--- src/hdl/palette_quantize_error_spread_assert.svh ---
// Assertion macros for the palette quantizer with error spreading.
`ifndef PALETTE_QUANTIZE_ERROR_SPREAD_ASSERT_SVH
`define PALETTE_QUANTIZE_ERROR_SPREAD_ASSERT_SVH
`ifndef SYNTH
`define PQES_ASSERT(lbl, prop, msg) \
  lbl: assert property (@(posedge clk) disable iff (!rst_n) prop) else $error(msg);
`define PQES_ASSERT_RST(lbl, prop, msg) \
  lbl: assert property (@(posedge clk) prop) else $error(msg);
`else
`define PQES_ASSERT(lbl, prop, msg)
`define PQES_ASSERT_RST(lbl, prop, msg)
`endif
`endif

--- src/hdl/pqes_ram.sv ---
// Generic single-write, single-read RAM with registered read data.
module pqes_ram #(
  parameter int WIDTH = 8,
  parameter int DEPTH = 16
) (
  input  logic                     clk,
  input  logic                     we,
  input  logic [$clog2(DEPTH)-1:0] waddr,
  input  logic [WIDTH-1:0]         wdata,
  input  logic [$clog2(DEPTH)-1:0] raddr,
  output logic [WIDTH-1:0]         rdata
);
  logic [WIDTH-1:0] mem [DEPTH];
  logic [WIDTH-1:0] rdata_r;

  always_ff @(posedge clk) begin
    if (we) begin
      mem[waddr] <= wdata;
    end
    rdata_r <= mem[raddr];
  end

  assign rdata = rdata_r;
endmodule

--- config.mk ---
export PLATFORM = sky130hd
export DESIGN_NAME = pqes_ram
export DESIGN_NICKNAME = d
export VERILOG_FILES = /design/src/hdl/palette_quantize_error_spread_assert.svh /design/src/hdl/pqes_ram.sv
export SDC_FILE = /design/constraint.sdc
export NUM_CORES = 1
export LEC_CHECK = 0
export ABC_AREA = 1
export BUFFER_PORTS_ARGS = -buffer_cell sky130_fd_sc_hd__clkbuf_2
export CAP_MARGIN = 25
export CORE_MARGIN = 2
export CORE_UTILIZATION = 29
export CTS_CLUSTER_DIAMETER = 120
export DETAILED_ROUTE_END_ITERATION = 16
export GPL_ROUTABILITY_DRIVEN = 0
export GPL_TIMING_DRIVEN = 0
export PLACE_DENSITY = 0.43
export SYNTH_ARGS = -nofsm -noshare
export SYNTH_HDL_FRONTEND = slang
export SYNTH_SLANG_ARGS = --single-unit
--- constraint.sdc ---
create_clock -name clk -period 1 [get_ports clk]
set_input_delay 0.15 -clock clk [delete_from_list [all_inputs] [get_ports clk]]
set_output_delay 0.15 -clock clk [all_outputs]
set_load 0.02 [all_outputs]
==> results of run 1 <==
[worst register-to-register path, delay by kind of cell (launching register included)]
family	cells	cell delay (ns)
and+or+nand+nor	5	0.43
DFF	1	0.36
buffers and inverters	1	0.06
[path summary, 6_finish.rpt]
check,start,end,slack (ns),cells after the start
max,waddr[0],mem[10][2],-0.03,4
min,raddr[3],rdata[6],0.16,3
min reg2reg,mem[14][4],rdata[4],0.68,6
max reg2reg,mem[6][3],rdata[3],0.03,6
[layout make-up]
| cell class | instances | area, um^2 | area share |
|---|---|---|---|
| inverter | 102 | 382.9 | 0.05275 |
| timing repair buffer | 22 | 190.2 | 0.02620 |
| buffer | 24 | 167.7 | 0.02310 |
| multi-input combinational | 289 | 1587 | 0.2186 |
| clock buffer | 28 | 516.7 | 0.07119 |
| sequential | 136 | 4014 | 0.5530 |
| clock inverter | 4 | 68.82 | 0.009481 |
| tap | 265 | 331.6 | 0.04568 |
[flip-flops by register name (all words and copies together), names as in the netlist]
register,count
rdata,8
mem,128
[routing by layer]
| metal | GRT usage | vias up | share of wire |
|---|---|---|---|
| li1 | - | 1860 | - |
| met1 | 0.1947 | 1851 | 0.46 |
| met2 | 0.2460 | 83 | 0.49 |
| met3 | 0.04937 | 20 | 0.043 |
| met4 | 0.04505 | 0 | 0.014 |
| met5 | 0 | - | 0 |
[synthesized netlist by cell type]
cell type  instances
dfxtp_1            8
inv_2              2
buf_1              1
nand3_1           97
nand3b_1           2
buf_2             13
buf_6              6
buf_4              4
nor2_1            17
edfxtp_1         128
nand2_1          173
inv_1            100
[timing repair]
| item | 4_1_cts | 5_1_grt |
|---|---|---|
| endpoints found under the setup margin | 95 | 106 |
| hold buffers | 0 | 0 |
| hold endpoints to repair | 0 | 0 |
| pin swaps | 4 | 24 |
| gates resized for setup | 37 | 74 |
[power breakdown]
group / switching [W] / leakage, nW / total, W / internal, W
combinational: 0.000745 / 1.52 / 0.00111 / 0.000363
sequential: 0.0000463 / 1.22 / 0.00643 / 0.00639
clock: 0.00218 / 0.286 / 0.00617 / 0.00400
total: 0.00297 / 3.03 / 0.0137 / 0.0107
[cells in the final DEF (no fill, tap or decap), types with 8 or more instances in the layout]
master | synthesis | routed
buf_8 | 0 | 8
inv_1 | 100 | 99
buf_2 | 13 | 13
nand2_2 | 0 | 10
nand2_1 | 173 | 162
edfxtp_1 | 128 | 128
clkbuf_2 | 0 | 15
clkbuf_16 | 0 | 17
nor2_2 | 0 | 10
nand3_1 | 97 | 52
nand3_2 | 0 | 39
dfxtp_2 | 0 | 8
[metrics by stage]
step	TNS, ns	hold slack, ns	power, W
6_report	-0.2382	0.1563	0.01371
5_1_grt	-5.024	0.1762	0.01416
4_1_cts	-6.096	0.1618	0.01368
3_5_place_dp	-67.19	0.5647	0.007431
3_3_place_gp	-65.28	0.5657	0.007422
2_1_floorplan	-8.036	0.2489	0.007022
[logic make-up (layout without fill, tap and decap cells)]
logic type	after synthesis	after routing
buffers and inverters	126	180
flip-flops	136	136
AND/OR/NAND/NOR	289	289
==> impl_metrics.yaml, run 1 <==
status:
  violations: "setup timing"
  status: "complete, but fails checks"
global_route:
  antenna_found_initial: 0
  grt_max_degree: 17
  grt_pass1_vias: 3881
  grt_first_pass_wirelength_um: 23180
  grt_use_total: 0.1519
  overflow: 0
die:
  start_util: 0.2963
  die_h_um: 145.0
  dieWidth_um: 145.0
  core_area_mm2: 0.01946
  rows: 51
  dieArea_mm2: 0.02103
  boundaryPins: 26
critical_path:
  max_stage_delay_ns: 0.50
  path_cells: "clkbuf_2 > inv_1 > nand2_1 > nor2_2"
  critical_path_class: "primary input to register"
  crit_arrival_ns: 1.07
  cp_data_required_time_ns: 1.05
  worstPathMaxFanout: 8
  worstSetupStartpointType: "primary input"
  critPathBufInv: 2
  cp-end-kind: "register"
  cp_top_family: "simple AND/OR/NAND/NOR gates"
  cp_slowest_cell: "nor2_2"
drt:
  drc: 0
  drt-initial-drc-count: 282
  dr_total_vias: 3814
  drt-pass1-iter-count: 4
  avgRoutedWirePerCell_um: 17.66
  finalWirelength_um: 15360
  antenna_left: 0
  viasPerCell: 4.384
logic_synthesis:
  ys_top_cells_by_area: "edfxtp_1 67%, nand2_1 11%, nand3_1 8.4%"
  yosys-mux-area-fraction: 0
  yosysSeqAreaShare: 0.6943
  yosys_warnings: 0
  yosys_register_bits: 136
  yosysTopAreaCell: "edfxtp_1"
  yosysUniqueCellTypes: 12
  syn_area_mm2: 0.005767
  netlist_instances: 551
  synth_fa_ha_area_frac: 0
  syn_area_per_cell_um2: 10.47
  synth_top_family_by_area: "simple AND/OR/NAND/NOR gates"
  synthXorXnorAreaFrac: 0
  syn_nets: 569
  synth-simple-area-share: 0.2105
  synth_top_area_frac: 0.6665
  synth-compound-area-share: 0
place:
  placed_cell_area_mm2: 0.006223
  dp_cells: 838
  dpl.hpwl_um: 10270
  dp_slack_ns: -0.6795
  port_buffers: 22
timing:
  timing.final.ws_setup_ns: -0.02539
  clock.fmax_ghz: 0.9752
  finalCritPeriodShare: 1.025
  tightestPinTransition_ns: 0.5807
  hold_viol: 0
  setup_viol: 22
  drv_slew: 0
  rsz0062_at_grt: "true"
  fin_crit_ns: 1.025
  relSlewSlack: 0.6124
  skew_ns: 0.009724
clock_network:
  path_clk_slew_ns: 0.05
  numCtsBuffers: 17
  cts_sinks: 136
  cts_tree: "done"
  cts_buffer_depth: 2
  postCtsSetupRepairBufs: 0
  htreeDepth: 4
  clock_latency_ns: 0.41
  cts-root-buf: "clkbuf_16"
cells_and_area:
  stdcell_count: 870
  nNetsFinal: 610
  final_area_mm2: 0.007258
  n_antenna_cell: 0
  synthToLayoutAreaGrowth_pct: 25.86
  fillers: 1944
  final_util: 0.3729
  drive_gt1_frac: 0.2545
power_and_ir_drop:
  p_per_area_mw_per_mm2: 1889
  peakVddDrop_mv: 1.032
  power_leakage_nw: 3.030
flow_run:
  max_cap_viol_count: 0
hold_path:
  hold_class: "primary input to register"
No activity file was read; power rests on OpenSTA's default activity.
==> inputs of run 2 (changes only) <==
ABC_AREA = 0   (was 1)
SKIP_LAST_GASP = 1   (was default)
==> run 2 against run 1 <==
  * The flow still finishes with violations (setup timing)
  * Critical endpoint is now rdata[3]
  * Largest power group is now clock
  * Cell area fell by 7.0%
  * Critical path type is now register to register
  * Largest cell class unchanged
  * Fmax is 22% lower
  * Die area down 10%
==> impl_metrics.yaml, run 2 <==
logic_synthesis:
  yosysUniqueCellTypes: 19
  synth_edf_count: 128
  ys_top_cells_by_area: "edfxtp_1 75%, mux4_2 7.9%, mux4_1 7.1%"
  netlist_instances: 229
  yosys-top-cells-count: "128 x edfxtp_1, 18 x mux4_2, 16 x a22oi_1"
  yosys-mux-area-fraction: 0.1502
  ys.flop_type: "edfxtp_1"
  yosysSeqAreaShare: 0.7778
  synth_fa_ha_area_frac: 0
  yosys_warnings: 0
  synth-compound-area-share: 0.02333
  synth_top_family_by_area: "multiplexers"
  synth_most_common_cell: "edfxtp_1"
  syn_nets: 247
  yosys_register_bits: 136
  synth-simple-area-share: 0.03184
  synth-async-reset-ratio: 0
  syn_area_per_cell_um2: 22.48
  yosysTopAreaCell: "edfxtp_1"
  synth_top_area_frac: 0.7467
  synthXorXnorAreaFrac: 0
  syn_area_mm2: 0.005147
place:
  port_buffers: 24
  dpl.hpwl_um: 6752
  placed_cell_area_mm2: 0.005632
cells_and_area:
  drive_gt1_frac: 0.4852
  n_antenna_cell: 0
  nNetsFinal: 310
  synthToLayoutAreaGrowth_pct: 31.19
  final_util: 0.3904
  final_cell_mix: "128 x edfxtp_1, 32 x mux4_2, 18 x buf_12, 17 x clkbuf_16, 16 x clkbuf_2"
  regMostFlops: "mem"
  final_common_cell: "edfxtp_1"
  final_area_mm2: 0.006753
  largest_reg_flops: 128
critical_path:
  cp-end-kind: "register"
  worstPathMaxFanout: 1
  critPathBufInv: 0
  worstSetupStartpointType: "register"
  cp_slowest_cell: "mux4_2"
  cp_data_required_time_ns: 1.28
  critical_path_class: "register to register"
  crit_arrival_ns: 1.60
  max_stage_delay_ns: 0.51
  cp_top_family: "multiplexers"
  path_cells: "mux4_2 > a22oi_2 > nand2_1"
timing:
  tightestPinTransition_ns: 0.9641
  whs_ns: 0.1449
  relSlewSlack: 0.3549
  timing.final.ws_setup_ns: -0.3114
  rsz0062_at_grt: "true"
  setup_viol: 10
  drv_slew: 0
  hold_viol: 0
  finalCritPeriodShare: 1.311
  clock.fmax_ghz: 0.7626
  fin_crit_ns: 1.311
  skew_ns: 0.004858
status:
  status: "complete, but fails checks"
  violations: "setup timing"
power_and_ir_drop:
  total_power_w: 0.01377
  power_leakage_nw: 2.186
  peakVddDrop_mv: 1.187
  p_per_area_mw_per_mm2: 2039
clock_network:
  htreeDepth: 4
  cts_sinks: 136
  cts_buffer_depth: 2
  cts_tree: "done"
  numCtsBuffers: 17
  cts-root-buf: "clkbuf_16"
  ctsHoldBuffers: 0
  clock_latency_ns: 0.42
  path_clk_slew_ns: 0.06
die:
  dieWidth_um: 137.2
  die_h_um: 137.2
  start_util: 0.2976
  core_area_mm2: 0.01730
  dieArea_mm2: 0.01883
  boundaryPins: 26
  rows: 48
drt:
  drt-initial-drc-count: 132
  antenna_left: 0
  avgRoutedWirePerCell_um: 20.72
  dr_total_vias: 2435
  viasPerCell: 4.594
  drt-pass1-iter-count: 5
  finalWirelength_um: 10980
  drc: 0
global_route:
  grt_pass1_vias: 2601
  overflow: 0
  antenna_found_initial: 0
  grt_use_total: 0.1301
  grt_first_pass_wirelength_um: 16210
  grt_max_degree: 17
hold_path:
  hold_class: "primary input to register"
flow_run:
  max_cap_viol_count: 0
-- run 2: cell types whose count changed after synthesis, sizes merged, moves of 16 or more --
cell / previous run / this run
a22oi: 0 / 16
buf: 24 / 7
nand2: 173 / 9
inv: 102 / 0
mux4: 0 / 32
nand3: 97 / 1
-- run 2: path summary, 6_finish.rpt --
| path | to | slack (ns) | startpoint | cells after the start |
|---|---|---|---|---|
| setup / recovery | rdata[3] | -0.31 | mem[3][3] | 3 |
| hold / removal | mem[8][4] | 0.14 | wdata[4] | 1 |
| setup reg to reg | rdata[3] | -0.31 | mem[3][3] | 3 |
| hold reg to reg | rdata[6] | 0.67 | mem[14][6] | 3 |
-- run 2: cell type report --
| cell class | instances | area, um^2 |
|---|---|---|
| repair buffers | 44 | 538.0 |
| clock inverters | 8 | 145.1 |
| plain buffers | 10 | 120.1 |
| flip-flops and latches | 136 | 4014 |
| well taps | 225 | 281.5 |
| fillers | 1586 | 10540 |
| clock buffers | 24 | 471.7 |
| multi-input cells | 83 | 1182 |
-- run 2: through the flow --
stage,setup slack (ns),cells,setup TNS [ns]
floorplan,-0.2530,229,-17.06
global placement,-0.8885,478,-76.91
detailed placement,-0.9182,478,-77.11
CTS,-0.3373,521,-4.270
global route,-0.3649,530,-3.021
finish,-0.3114,530,-2.246
-- run 2: cells by family (layout without fill, tap and decap cells) --
kind of cell | Yosys count | in the layout
flops | 136 | 136
simple gates | 35 | 35
mux | 32 | 32
compound gates | 16 | 16
buf+inv | 10 | 86
-- run 2: metal layers --
metal	global-route usage	vias up	wire, um
met5	0	-	0
met4	0.05326	0	171
met3	0.04157	14	556
met2	0.2067	62	5542
met1	0.1651	1264	4711
li1	-	1095	-
-- run 2: repair_timing --
action                     CTS  global route
pin swaps                   12             6
hold endpoints to repair     0             0
gates resized for setup     38            14
cloned                       0             0
setup endpoints to repair  104           120
setup buffers               11             9
-- run 2: where the power goes --
group / internal (W) / leakage (nW) / switching [W]
registers: 0.00638 / 1.22 / 0.0000441
logic: 0.000407 / 0.667 / 0.000458
clock network: 0.00429 / 0.294 / 0.00218
